`src/adsr_sweep_pulse_noise_voice_unit_defines.svh`:
```
// ----------------------------------------------------------------------------
// Assertion macros for the ADSR pulse/noise voice
// Define ASSERT_OFF to compile the checks out.
// ----------------------------------------------------------------------------
`ifndef ADSR_SWEEP_PULSE_NOISE_VOICE_UNIT_DEFINES_SVH
`define ADSR_SWEEP_PULSE_NOISE_VOICE_UNIT_DEFINES_SVH

`ifndef ASSERT_OFF
`define ASSERT_IMPLY(name, clk, rst_n, ante, cons) \
	name: assert property (@(posedge clk) disable iff (!rst_n) (ante) |-> (cons)) \
	else $error("same-cycle implication violated");
`define ASSERT_NEXT(name, clk, rst_n, ante, cons) \
	name: assert property (@(posedge clk) disable iff (!rst_n) (ante) |=> (cons)) \
	else $error("next-cycle implication violated");
`else
`define ASSERT_IMPLY(name, clk, rst_n, ante, cons)
`define ASSERT_NEXT(name, clk, rst_n, ante, cons)
`endif

`endif

```
`src/asvp_pkg.sv`:
```
// ----------------------------------------------------------------------------
// asvp_pkg
// Shared types and constants of the ADSR pulse/noise voice.
// ----------------------------------------------------------------------------
`default_nettype none

package asvp_pkg;

	localparam int DEF_SAMPLE_RATE = 44100;
	localparam int DEF_LENGTH_BITS = 16;

	localparam int PER_W      = 26;	// period and phase, 1/256 sample units
	localparam int CFG_IDX_W  = 3;
	localparam int CFG_DATA_W = 32;
	localparam int SAMPLE_W   = 8;

	localparam logic [15:0] LFSR_SEED  = 16'hACE1;
	localparam logic [7:0]  DUTY_RESET = 8'd128;
	localparam logic [15:0] FREQ_MIN   = 16'd12;
	localparam logic [15:0] FREQ_LIMIT = 16'd22050;
	localparam logic [7:0]  LEVEL_MAX  = 8'd127;
	localparam logic [7:0]  AMP_FULL   = 8'd255;

	typedef enum logic [CFG_IDX_W-1:0] {
		REG_AD_LEN  = 3'd0,
		REG_SR_LEN  = 3'd1,
		REG_SA_FREQ = 3'd2,
		REG_SR_FREQ = 3'd3,
		REG_PEAK    = 3'd4,
		REG_HOLD    = 3'd5,
		REG_DUTY    = 3'd6,
		REG_NOISE   = 3'd7
	} cfg_reg_t;

	typedef enum logic [3:0] {
		S_IDLE,
		S_EVAL,
		S_MOD,
		S_BND,
		S_AMUL,
		S_ADIV,
		S_FMUL,
		S_FDIV,
		S_PST,
		S_PDIV,
		S_MST,
		S_MDIV,
		S_LEVEL,
		S_EMIT
	} state_t;

endpackage

`default_nettype wire

```
`src/asvp_if.sv`:
```
// ----------------------------------------------------------------------------
// asvp_if
// Valid/ready channels of the voice: tick input, sample output, config write.
// ----------------------------------------------------------------------------
`default_nettype none

interface asvp_in_if;
	logic valid;
	logic ready;
	logic start_req;
	modport source(output valid, output start_req, input ready);
	modport sink(input valid, input start_req, output ready);
endinterface

interface asvp_out_if;
	logic                                valid;
	logic                                ready;
	logic signed [asvp_pkg::SAMPLE_W-1:0] sample;
	logic                                active;
	modport source(output valid, output sample, output active, input ready);
	modport sink(input valid, input sample, input active, output ready);
endinterface

interface asvp_cfg_if;
	logic                              valid;
	logic                              ready;
	logic [asvp_pkg::CFG_IDX_W-1:0]  index;
	logic [asvp_pkg::CFG_DATA_W-1:0] data;
	modport source(output valid, output index, output data, input ready);
	modport sink(input valid, input index, input data, output ready);
endinterface

`default_nettype wire

```
`src/asvp_div.sv`:
```
// ----------------------------------------------------------------------------
// asvp_div
// Restoring divider, one quotient bit per cycle, quotient and remainder.
// ----------------------------------------------------------------------------
`default_nettype none

module asvp_div #(
	parameter int NUM_W = 32,
	parameter int DEN_W = 26
) (
	input  wire logic             clk,
	input  wire logic             arst_n,
	input  wire logic             start,
	input  wire logic [NUM_W-1:0] num,
	input  wire logic [DEN_W-1:0] den,
	output logic                  done,
	output logic      [NUM_W-1:0] quo,
	output logic      [DEN_W-1:0] rem
);

	localparam int CNT_W = $clog2(NUM_W + 1);

	logic             busy_q;
	logic             done_q;
	logic [CNT_W-1:0] cnt_q;
	logic [NUM_W-1:0] num_q;	// dividend bits out, quotient bits in
	logic [DEN_W-1:0] rem_q;
	logic [DEN_W-1:0] den_q;

	logic [DEN_W:0] trial;
	logic [DEN_W:0] diff;
	logic           ge;

	assign trial = {rem_q, num_q[NUM_W-1]};
	assign diff  = trial - {1'b0, den_q};
	assign ge    = trial >= {1'b0, den_q};

	always_ff @(posedge clk or negedge arst_n) begin
		if (!arst_n) begin
			busy_q <= 1'b0;
			done_q <= 1'b0;
			cnt_q  <= '0;
		end else begin
			done_q <= 1'b0;
			if (start) begin
				busy_q <= 1'b1;
				cnt_q  <= CNT_W'(NUM_W);
			end else if (busy_q) begin
				cnt_q <= cnt_q - 1'b1;
				if (cnt_q == CNT_W'(1)) begin
					busy_q <= 1'b0;
					done_q <= 1'b1;
				end
			end
		end
	end

	always_ff @(posedge clk) begin
		if (start) begin
			num_q <= num;
			den_q <= den;
			rem_q <= '0;
		end else if (busy_q) begin
			num_q <= {num_q[NUM_W-2:0], ge};
			rem_q <= ge ? diff[DEN_W-1:0] : trial[DEN_W-1:0];
		end
	end

	assign done = done_q;
	assign quo  = num_q;
	assign rem  = rem_q;

endmodule

`default_nettype wire

```
`src/adsr_sweep_pulse_noise_voice_unit.sv`:
```
// ----------------------------------------------------------------------------
// adsr_sweep_pulse_noise_voice_unit
// One pulse/noise voice with a piecewise-linear ADSR amplitude and pitch sweep.
// ----------------------------------------------------------------------------
// Usage: every beat on in_ch is one sample tick; start_req restarts the note.
// Each tick yields exactly one beat on out_ch (sample, active). Registers are
// written over cfg (index = register number); the user must write them only
// while the voice is idle, which the block does not enforce; cfg is always ready.
// Flow: one tick at a time. A silent tick goes from evaluation straight to
// the output; a tick inside a waveform period takes the level step between
// them. A tick on a period boundary runs the shared serial divider four times
// (amplitude ramp, pitch ramp, period, level scale), plus once more for the
// phase wrap; the first tick of a note, or one with a zero period, skips the
// phase wrap. The dividend is DN = max(16 + min(LENGTH_BITS,16), 26) bits,
// and the divider produces one quotient bit per cycle. A finished result sits
// in an output register; the next tick is accepted while it waits, and only
// the handoff of the following result stalls.
// Reset: registers take their reset values, voice silent, LFSR at 0xACE1.
// ----------------------------------------------------------------------------
`default_nettype none

`include "adsr_sweep_pulse_noise_voice_unit_defines.svh"

module adsr_sweep_pulse_noise_voice_unit #(
	parameter int SAMPLE_RATE = asvp_pkg::DEF_SAMPLE_RATE,
	parameter int LENGTH_BITS = asvp_pkg::DEF_LENGTH_BITS
) (
	input wire logic    clk,
	input wire logic    arst_n,
	asvp_in_if.sink     in_ch,
	asvp_out_if.source  out_ch,
	asvp_cfg_if.sink    cfg
);

	localparam int PER_W  = asvp_pkg::PER_W;
	localparam int LF_W   = (LENGTH_BITS < 16) ? LENGTH_BITS : 16;
	localparam int T_W    = LF_W + 2;
	localparam int PROD_W = 16 + LF_W;
	localparam int DN     = (PROD_W > PER_W) ? PROD_W : PER_W;
	localparam int DD     = PER_W;
	localparam logic [DN-1:0] SR256 = DN'(SAMPLE_RATE * 256);

	// configuration
	logic [31:0] ad_len_q, sr_len_q, sa_freq_q, sr_freq_q;
	logic [7:0]  peak_q, hold_q, duty_q;
	logic        noise_q;

	// voice state
	asvp_pkg::state_t   state_q, state_d;
	logic [T_W-1:0]     note_q;
	logic [PER_W-1:0]   phase_q;
	logic [PER_W-1:0]   period_q;
	logic signed [7:0]  lvl1_q, lvl2_q;
	logic               playing_q;
	logic [15:0]        lfsr_q;

	// boundary work registers
	logic [LF_W-1:0]    x_q, d_q;
	logic [7:0]         afrom_q, ato_q, amp_q;
	logic [15:0]        ffrom_q, fto_q, freq_q;
	logic               neg_q;
	logic signed [7:0]  res_sample_q;
	logic               res_active_q;

	// output register
	logic               out_valid_q;
	logic signed [7:0]  out_sample_q;
	logic               out_active_q;

	// divider
	logic               div_start;
	logic [DN-1:0]      div_num;
	logic [DD-1:0]      div_den;
	logic               div_done;
	logic [DN-1:0]      div_quo;
	logic [DD-1:0]      div_rem;

	logic               in_acc, out_free;
	logic [LF_W-1:0]    la, ld, ls, lr;
	logic [T_W-1:0]     e1, e2, e3, total_c;
	logic [15:0]        fi;
	logic               silent_c, bnd_c, clr_c;
	logic signed [16:0] diff_c;
	logic [15:0]        diff_mag_c;
	logic [PROD_W-1:0]  prod_c;
	logic [15:0]        freq_c;
	logic [14:0]        mag_num_c;
	logic signed [9:0]  amp_new_c;
	logic signed [17:0] freq_new_c;
	logic [6:0]         mag_c;
	logic               b1_c, b2_c;
	logic [15:0]        l1_c, l2_c;
	logic [33:0]        ph_scaled_c, duty_lim_c;
	logic signed [7:0]  level_c;

	assign la = ad_len_q[LF_W-1:0];
	assign ld = ad_len_q[16 +: LF_W];
	assign ls = sr_len_q[LF_W-1:0];
	assign lr = sr_len_q[16 +: LF_W];
	assign e1      = T_W'(la);
	assign e2      = e1 + T_W'(ld);
	assign e3      = e2 + T_W'(ls);
	assign total_c = e3 + T_W'(lr);
	assign fi      = sa_freq_q[15:0];

	assign in_acc   = in_ch.valid && in_ch.ready;
	assign out_free = !out_valid_q || out_ch.ready;

	assign silent_c = !playing_q || (note_q >= total_c);
	assign bnd_c    = (note_q == '0) || (phase_q >= period_q);
	assign clr_c    = (note_q == '0) || (period_q == '0);

	// ramp product |to - from| * x, amplitude or frequency by state
	always_comb begin
		if (state_q == asvp_pkg::S_FMUL)
			diff_c = $signed({1'b0, fto_q}) - $signed({1'b0, ffrom_q});
		else
			diff_c = $signed({9'b0, ato_q}) - $signed({9'b0, afrom_q});
		diff_mag_c = diff_c[16] ? 16'(-diff_c) : diff_c[15:0];
		prod_c = {{LF_W{1'b0}}, diff_mag_c} * {16'b0, x_q};
	end

	assign freq_c    = (freq_q == 16'd0) ? 16'd1 : freq_q;
	assign mag_num_c = 15'(amp_q) * 15'(asvp_pkg::LEVEL_MAX);

	assign amp_new_c = $signed({2'b0, afrom_q})
		+ (neg_q ? -$signed({2'b0, div_quo[7:0]}) : $signed({2'b0, div_quo[7:0]}));
	assign freq_new_c = $signed({2'b0, ffrom_q})
		+ (neg_q ? -$signed({2'b0, div_quo[15:0]}) : $signed({2'b0, div_quo[15:0]}));
	assign mag_c = div_quo[6:0];

	// two LFSR steps, taps 16,14,13,11, shifting right
	assign b1_c = lfsr_q[0] ^ lfsr_q[2] ^ lfsr_q[3] ^ lfsr_q[5];
	assign l1_c = {b1_c, lfsr_q[15:1]};
	assign b2_c = l1_c[0] ^ l1_c[2] ^ l1_c[3] ^ l1_c[5];
	assign l2_c = {b2_c, l1_c[15:1]};

	assign ph_scaled_c = {phase_q, 8'b0};
	assign duty_lim_c  = 34'(period_q) * 34'(duty_q);
	always_comb begin
		if (ph_scaled_c < duty_lim_c)
			level_c = lvl1_q;
		else if (phase_q < period_q)
			level_c = lvl2_q;
		else
			level_c = '0;
	end

	// config writes
	assign cfg.ready = 1'b1;
	always_ff @(posedge clk or negedge arst_n) begin
		if (!arst_n) begin
			ad_len_q  <= '0;
			sr_len_q  <= '0;
			sa_freq_q <= '0;
			sr_freq_q <= '0;
			peak_q    <= '0;
			hold_q    <= '0;
			duty_q    <= asvp_pkg::DUTY_RESET;
			noise_q   <= 1'b0;
		end else if (cfg.valid && cfg.ready) begin
			case (asvp_pkg::cfg_reg_t'(cfg.index))
				asvp_pkg::REG_AD_LEN:  ad_len_q  <= cfg.data;
				asvp_pkg::REG_SR_LEN:  sr_len_q  <= cfg.data;
				asvp_pkg::REG_SA_FREQ: sa_freq_q <= cfg.data;
				asvp_pkg::REG_SR_FREQ: sr_freq_q <= cfg.data;
				asvp_pkg::REG_PEAK:    peak_q    <= cfg.data[7:0];
				asvp_pkg::REG_HOLD:    hold_q    <= cfg.data[7:0];
				asvp_pkg::REG_DUTY:    duty_q    <= cfg.data[7:0];
				asvp_pkg::REG_NOISE:   noise_q   <= cfg.data[0];
				default: ;
			endcase
		end
	end

	// next state
	always_comb begin
		state_d = state_q;
		case (state_q)
			asvp_pkg::S_IDLE:  if (in_acc) state_d = asvp_pkg::S_EVAL;
			asvp_pkg::S_EVAL: begin
				if (silent_c)
					state_d = asvp_pkg::S_EMIT;
				else if (bnd_c)
					state_d = clr_c ? asvp_pkg::S_BND : asvp_pkg::S_MOD;
				else
					state_d = asvp_pkg::S_LEVEL;
			end
			asvp_pkg::S_MOD:   if (div_done) state_d = asvp_pkg::S_BND;
			asvp_pkg::S_BND:   state_d = asvp_pkg::S_AMUL;
			asvp_pkg::S_AMUL:  state_d = asvp_pkg::S_ADIV;
			asvp_pkg::S_ADIV:  if (div_done) state_d = asvp_pkg::S_FMUL;
			asvp_pkg::S_FMUL:  state_d = asvp_pkg::S_FDIV;
			asvp_pkg::S_FDIV:  if (div_done) state_d = asvp_pkg::S_PST;
			asvp_pkg::S_PST:   state_d = asvp_pkg::S_PDIV;
			asvp_pkg::S_PDIV:  if (div_done) state_d = asvp_pkg::S_MST;
			asvp_pkg::S_MST:   state_d = asvp_pkg::S_MDIV;
			asvp_pkg::S_MDIV:  if (div_done) state_d = asvp_pkg::S_LEVEL;
			asvp_pkg::S_LEVEL: state_d = asvp_pkg::S_EMIT;
			asvp_pkg::S_EMIT:  if (out_free) state_d = asvp_pkg::S_IDLE;
			default:           state_d = asvp_pkg::S_IDLE;
		endcase
	end

	// divider operands
	always_comb begin
		div_start = 1'b0;
		div_num   = DN'(phase_q);
		div_den   = period_q;
		case (state_q)
			asvp_pkg::S_EVAL: div_start = !silent_c && bnd_c && !clr_c;
			asvp_pkg::S_AMUL, asvp_pkg::S_FMUL: begin
				div_start = 1'b1;
				div_num   = DN'(prod_c);
				div_den   = DD'(d_q);
			end
			asvp_pkg::S_PST: begin
				div_start = 1'b1;
				div_num   = SR256;
				div_den   = DD'(freq_c);
			end
			asvp_pkg::S_MST: begin
				div_start = 1'b1;
				div_num   = DN'(mag_num_c);
				div_den   = DD'(asvp_pkg::AMP_FULL);
			end
			default: ;
		endcase
	end

	assign in_ch.ready = (state_q == asvp_pkg::S_IDLE);

	asvp_div #(
		.NUM_W(DN),
		.DEN_W(DD)
	) u_div (
		.clk   (clk),
		.arst_n(arst_n),
		.start (div_start),
		.num   (div_num),
		.den   (div_den),
		.done  (div_done),
		.quo   (div_quo),
		.rem   (div_rem)
	);

	// control and voice state
	always_ff @(posedge clk or negedge arst_n) begin
		if (!arst_n) begin
			state_q     <= asvp_pkg::S_IDLE;
			note_q      <= '0;
			phase_q     <= '0;
			period_q    <= '0;
			lvl1_q      <= '0;
			lvl2_q      <= '0;
			playing_q   <= 1'b0;
			lfsr_q      <= asvp_pkg::LFSR_SEED;
			out_valid_q <= 1'b0;
		end else begin
			state_q <= state_d;
			case (state_q)
				asvp_pkg::S_IDLE: begin
					if (in_acc && in_ch.start_req) begin
						note_q    <= '0;
						phase_q   <= '0;
						playing_q <= (fi >= asvp_pkg::FREQ_MIN)
							&& (fi < asvp_pkg::FREQ_LIMIT);
					end
				end
				asvp_pkg::S_EVAL: begin
					if (silent_c)
						playing_q <= 1'b0;
					else if (bnd_c && clr_c)
						phase_q <= '0;
				end
				asvp_pkg::S_MOD:   if (div_done) phase_q <= div_rem;
				asvp_pkg::S_PDIV:  if (div_done) period_q <= div_quo[PER_W-1:0];
				asvp_pkg::S_MDIV: begin
					if (div_done) begin
						if (noise_q) begin
							lvl1_q <= b1_c ? $signed({1'b0, mag_c}) : -$signed({1'b0, mag_c});
							lvl2_q <= b2_c ? $signed({1'b0, mag_c}) : -$signed({1'b0, mag_c});
							lfsr_q <= l2_c;
						end else begin
							lvl1_q <= $signed({1'b0, mag_c});
							lvl2_q <= -$signed({1'b0, mag_c});
						end
					end
				end
				asvp_pkg::S_LEVEL: begin
					phase_q <= phase_q + PER_W'(256);
					note_q  <= note_q + 1'b1;
				end
				default: ;
			endcase
			if (state_q == asvp_pkg::S_EMIT && out_free)
				out_valid_q <= 1'b1;
			else if (out_ch.ready)
				out_valid_q <= 1'b0;
		end
	end

	// payload registers
	always_ff @(posedge clk) begin
		case (state_q)
			asvp_pkg::S_EVAL: begin
				res_sample_q <= '0;
				res_active_q <= 1'b0;
			end
			asvp_pkg::S_BND: begin
				if (note_q < e1) begin
					x_q     <= LF_W'(note_q);
					d_q     <= la;
					afrom_q <= '0;
					ato_q   <= peak_q;
					ffrom_q <= fi;
					fto_q   <= sa_freq_q[31:16];
				end else if (note_q < e2) begin
					x_q     <= LF_W'(note_q - e1);
					d_q     <= ld;
					afrom_q <= peak_q;
					ato_q   <= hold_q;
					ffrom_q <= sa_freq_q[31:16];
					fto_q   <= sr_freq_q[15:0];
				end else if (note_q < e3) begin
					x_q     <= '0;
					d_q     <= LF_W'(1);
					afrom_q <= hold_q;
					ato_q   <= hold_q;
					ffrom_q <= sr_freq_q[15:0];
					fto_q   <= sr_freq_q[15:0];
				end else if (note_q < total_c) begin
					x_q     <= LF_W'(note_q - e3);
					d_q     <= lr;
					afrom_q <= hold_q;
					ato_q   <= '0;
					ffrom_q <= sr_freq_q[15:0];
					fto_q   <= sr_freq_q[31:16];
				end else begin
					x_q     <= '0;
					d_q     <= LF_W'(1);
					afrom_q <= '0;
					ato_q   <= '0;
					ffrom_q <= sr_freq_q[31:16];
					fto_q   <= sr_freq_q[31:16];
				end
			end
			asvp_pkg::S_AMUL, asvp_pkg::S_FMUL: neg_q <= diff_c[16];
			asvp_pkg::S_ADIV: if (div_done) amp_q <= amp_new_c[7:0];
			asvp_pkg::S_FDIV: if (div_done) freq_q <= freq_new_c[15:0];
			asvp_pkg::S_LEVEL: begin
				res_sample_q <= level_c;
				res_active_q <= 1'b1;
			end
			default: ;
		endcase
		if (state_q == asvp_pkg::S_EMIT && out_free) begin
			out_sample_q <= res_sample_q;
			out_active_q <= res_active_q;
		end
	end

	assign out_ch.valid  = out_valid_q;
	assign out_ch.sample = out_sample_q;
	assign out_ch.active = out_active_q;

	`ASSERT_IMPLY(a_div_done_waits, clk, arst_n, div_done, (state_q == asvp_pkg::S_MOD || state_q == asvp_pkg::S_ADIV || state_q == asvp_pkg::S_FDIV || state_q == asvp_pkg::S_PDIV || state_q == asvp_pkg::S_MDIV))
	`ASSERT_IMPLY(a_idle_is_silent, clk, arst_n, out_valid_q && !out_active_q, out_sample_q == 8'sd0)
	`ASSERT_NEXT(a_tick_evaluated, clk, arst_n, in_acc, state_q == asvp_pkg::S_EVAL)

endmodule

`default_nettype wire
```
`src/flat_wrapper.sv`:
```
// flat-port wrapper written by rule: the top's interface ports become plain ports
module adsr_sweep_pulse_noise_voice_unit_flat 
#(
	parameter int SAMPLE_RATE = asvp_pkg::DEF_SAMPLE_RATE,
	parameter int LENGTH_BITS = asvp_pkg::DEF_LENGTH_BITS
)
  (clk, arst_n, in_ch_valid, in_ch_start_req, in_ch_ready, out_ch_valid, out_ch_sample, out_ch_active, out_ch_ready, cfg_valid, cfg_index, cfg_data, cfg_ready);
  asvp_in_if in_ch_i ();
  asvp_out_if out_ch_i ();
  asvp_cfg_if cfg_i ();
  input wire logic clk;
  input wire logic arst_n;
  input wire logic [$bits(in_ch_i.valid)-1:0] in_ch_valid;
  input wire logic [$bits(in_ch_i.start_req)-1:0] in_ch_start_req;
  output wire logic [$bits(in_ch_i.ready)-1:0] in_ch_ready;
  output wire logic [$bits(out_ch_i.valid)-1:0] out_ch_valid;
  output wire logic [$bits(out_ch_i.sample)-1:0] out_ch_sample;
  output wire logic [$bits(out_ch_i.active)-1:0] out_ch_active;
  input wire logic [$bits(out_ch_i.ready)-1:0] out_ch_ready;
  input wire logic [$bits(cfg_i.valid)-1:0] cfg_valid;
  input wire logic [$bits(cfg_i.index)-1:0] cfg_index;
  input wire logic [$bits(cfg_i.data)-1:0] cfg_data;
  output wire logic [$bits(cfg_i.ready)-1:0] cfg_ready;
  assign in_ch_i.valid = in_ch_valid;
  assign in_ch_i.start_req = in_ch_start_req;
  assign in_ch_ready = in_ch_i.ready;
  assign out_ch_valid = out_ch_i.valid;
  assign out_ch_sample = out_ch_i.sample;
  assign out_ch_active = out_ch_i.active;
  assign out_ch_i.ready = out_ch_ready;
  assign cfg_i.valid = cfg_valid;
  assign cfg_i.index = cfg_index;
  assign cfg_i.data = cfg_data;
  assign cfg_ready = cfg_i.ready;
  adsr_sweep_pulse_noise_voice_unit #(.SAMPLE_RATE(SAMPLE_RATE), .LENGTH_BITS(LENGTH_BITS)) u_core (.clk(clk), .arst_n(arst_n), .in_ch(in_ch_i), .out_ch(out_ch_i), .cfg(cfg_i));
endmodule
```
`config.mk`:
```
export PLATFORM = sky130hd
export DESIGN_NAME = adsr_sweep_pulse_noise_voice_unit_flat
export DESIGN_NICKNAME = d
export VERILOG_FILES = /design/src/asvp_pkg.sv /design/src/asvp_if.sv /design/src/asvp_div.sv /design/src/adsr_sweep_pulse_noise_voice_unit.sv /design/src/flat_wrapper.sv
export VERILOG_INCLUDE_DIRS = /design/src /design/src/src
export SDC_FILE = /design/constraint.sdc
export NUM_CORES = 2
export LEC_CHECK = 0
export BUFFER_PORTS_ARGS = -buffer_cell sky130_fd_sc_hd__buf_4
export CORE_UTILIZATION = 60
export DETAILED_ROUTE_END_ITERATION = 12
export GPL_TIMING_DRIVEN = 0
export PLACE_DENSITY = 0.78
export SKIP_CTS_REPAIR_TIMING = 1
export SLEW_MARGIN = 25
export SYNTH_ARGS = -nofsm -noshare
export SYNTH_HDL_FRONTEND = slang
export SYNTH_HIERARCHICAL = 1
export SYNTH_SLANG_ARGS = --single-unit
```
`constraint.sdc`:
```
create_clock -name clk -period 25.6 [get_ports clk]
set_input_delay 5.12 -clock clk [delete_from_list [all_inputs] [get_ports clk]]
set_output_delay 5.12 -clock clk [all_outputs]
set_load 0.005 [all_outputs]
```
==> reports/results.ini <==
[critical_path]
crit_path_top_delay_cell = xor2_1
cp-start-kind = flip-flop
cp_common_cell = fa_1
arrival_ns = 11.33
crit_type = flip-flop to flip-flop
cp.required_ns = 25.94
critPathMaxFanout = 10
cp_top_family = adder cells
cpPeakStageDelay_ns = 0.88
path_buf_inv = 7
worst_setup_path_end_kind = flip-flop

[global_routing]
grt_usage_pct = 34.9
grt.met1_usage_pct = 46.1
grt_start_max_net_pins = 92
grt-busiest-layer = met2
grt_pass1_vias = 38100
grt.overflow.total = 0
grt_use_met2_pct = 55.8
grt_pass1_wl_mm = 212
gr-usage-met3_pct = 5.88
antenna_found_initial = 2

[floorplanning]
dieHeight_um = 282
start_util_pct = 60.6
core.rowCount = 102
core_area_um2 = 77500
die_w_um = 282
die-area_um2 = 79400
ios = 53

[sta]
holdWs_ns = 0.424
fin_skew_ns = 0.0650
rsz0062_at_grt = false
setup_viol = 0
max_clock_freq_mhz = 91.0
period_minus_slack_ns = 10.99
timing.final.ws_setup_ns = 14.61
tns_ns = 0
slew_violations = 0
worstMarginPinSlew_ns = 1.14
finalCritPeriodShare_pct = 42.9
slew_headroom_pct = 23.5
finalHoldViolCount = 0

[logic_synthesis]
ys_ff_latch = 475
synth_cell_type_count = 102
yosysMostFrequentCell = inv_1
synth_flop_cell = dfrtp_1
synth.area.mux_share_pct = 5.29
synthCells = 5064
yosys.area_share.xor_xnor_pct = 4.17
synth_edf_count = 181
synthArstFlopShare_pct = 56.4
syn_nets = 5912
ys_top_cells_by_count = 625 x inv_1, 602 x nand2_1, 436 x ha_1
synth.area.top_cells = fa_1 16%, dfrtp_1 14%, ha_1 12%
yosys.area_share.simple_pct = 15.4
synthAdderAreaFrac_pct = 27.4
yosysSeqAreaShare_pct = 27.0
synth_compound_area_share_pct = 13.9
ys_warn_count = 6
synth_top_family_by_area = adder cells
avgSynthCellArea_um2 = 9.28
synth_top_area_share_pct = 15.8
synth_top_cell_by_area = fa_1
synth_area_um2 = 47000

[clock_tree]
h-tree-depth = 2
clock_latency_ns = 0.65
tritoncts = done
clockBufferDepth = 3
cts_made_buffers = 50
cts-root-buf = clkbuf_16
path_clk_slew_ns = 0.07
clkSinkCount = 475

[routing]
wl_mm = 137
drc = 0
wl_per_cell_um = 21.9
drt_iter0_markers = 3695
drt-pass1-iter-count = 8
vias_per_cell = 6.18
ant_nets = 0
vias = 38700

[flow_run]
cap_violations = 0

[placement]
gp_congestion = 1.03
pre_cts_slack_ns = 14.89
port_buffers = 48
dpl.hpwl_mm = 110

[outcome]
outcome = finished clean

[layout]
postLayoutCoreUtil_pct = 65.4
fill_cells = 6284
syn2layout_area_growth_pct = 7.88
drive_gt1_share_pct = 8.28
nets = 6023
antennaDiodeCount = 0

[worst_hold_path]
hold_path_class = flip-flop to flip-flop

worst register-to-register path, delay by kind of cell, from the launching register on:
kind                       cells  cell delay [ns]
adders and majority gates      8             3.80
DFF                            1             0.48
and+or+nand+nor                6             0.82
muxes                          2             1.05
AOI/OAI and AO/OA              7             1.88
xor gates and xnor gates       2             1.05
buffers and inverters          7             1.59
state kept, by name, summed over array words and instances (netlist names), 16 cells and up:
signal              count
u_core/ad_len_q        32
u_core/d_q             16
u_core/ffrom_q         16
u_core/freq_q          16
u_core/fto_q           16
u_core/lfsr_q          16
u_core/note_q          18
u_core/period_q        26
u_core/phase_q         26
u_core/sa_freq_q       32
u_core/sr_freq_q       32
u_core/sr_len_q        32
u_core/u_div/den_q     26
u_core/u_div/quo       32
u_core/u_div/rem       26
u_core/x_q             16
routing by layer:
metal	part of all wire [%]	up-vias
met3	8.9	396
met4	5.5	2
met5	0.011	-
met1	40	18900
met2	45	1824
li1	-	17500
stage by stage:
stage / cells / cell area [um^2]
global route: 6257 / 50700
global placement: 6152 / 48600
detailed placement: 6163 / 48900
finish: 6257 / 50700
CTS: 6257 / 50700
floorplan: 5064 / 47000
worst paths after layout:
| check | startpoint | cells past startpoint | slack [ns] | end |
|---|---|---|---|---|
| min | u_core/res_sample_q[7] | 0 | 0.42 | u_core/out_ch.sample[7] |
| max in group asynchronous | arst_n | 3 | 20.11 | u_core/u_div/cnt_q[5] |
| min in group asynchronous | arst_n | 1 | 4.29 | u_core/hold_q[4] |
| max reg2reg | u_core/state_q[0] | 32 | 14.61 | u_core/u_div/quo[30] |
| min reg2reg | u_core/res_sample_q[7] | 0 | 0.42 | u_core/out_ch.sample[7] |
| max | u_core/state_q[0] | 32 | 14.61 | u_core/u_div/quo[30] |
cells in the final DEF (no fill, tap or decap), types with 41 or more instances in the layout:
| cell | netlist | layout |
|---|---|---|
| a21o_1 | 78 | 78 |
| a21oi_1 | 247 | 247 |
| a221oi_1 | 41 | 41 |
| a31oi_1 | 46 | 45 |
| and2_1 | 236 | 236 |
| buf_4 | 4 | 54 |
| clkbuf_1 | 172 | 177 |
| clkbuf_16 | 0 | 51 |
| dfrtp_1 | 259 | 259 |
| edfxtp_1 | 181 | 181 |
| fa_1 | 371 | 371 |
| ha_1 | 436 | 436 |
| inv_1 | 625 | 624 |
| mux2_2 | 183 | 183 |
| nand2_1 | 602 | 602 |
| nand2b_1 | 51 | 51 |
| nand3_1 | 90 | 90 |
| nor2_1 | 251 | 250 |
| nor3_1 | 66 | 65 |
| o21a_1 | 46 | 46 |
| o21ai_0 | 228 | 227 |
| xnor2_1 | 139 | 135 |
| xor2_1 | 81 | 80 |
cell families (layout without fill, tap and decap cells):
logic type	Yosys count	after routing
AOI/OAI and AO/OA	988	988
xor gates and xnor gates	222	222
adders and majority gates	807	807
buffers and inverters	838	991
DFF	475	475
muxes	225	225
other	1	1
and+or+nand+nor	1508	1508
area by class of cell:
type / instances / area [um^2] / share of cell area [%]
buffer: 212 / 872 / 1.72
timing repair buffer: 59 / 513 / 1.01
multi-input combinational: 3751 / 31200 / 61.5
clock inverter: 26 / 332 / 0.654
sequential: 475 / 12700 / 25.0
inverter: 626 / 2350 / 4.64
clock buffer: 68 / 1450 / 2.86
tap: 1040 / 1300 / 2.57
Power is left out: the tool's default activity adds up to more than one toggle a clock period on the data nets, which glitch-free logic cannot reach.
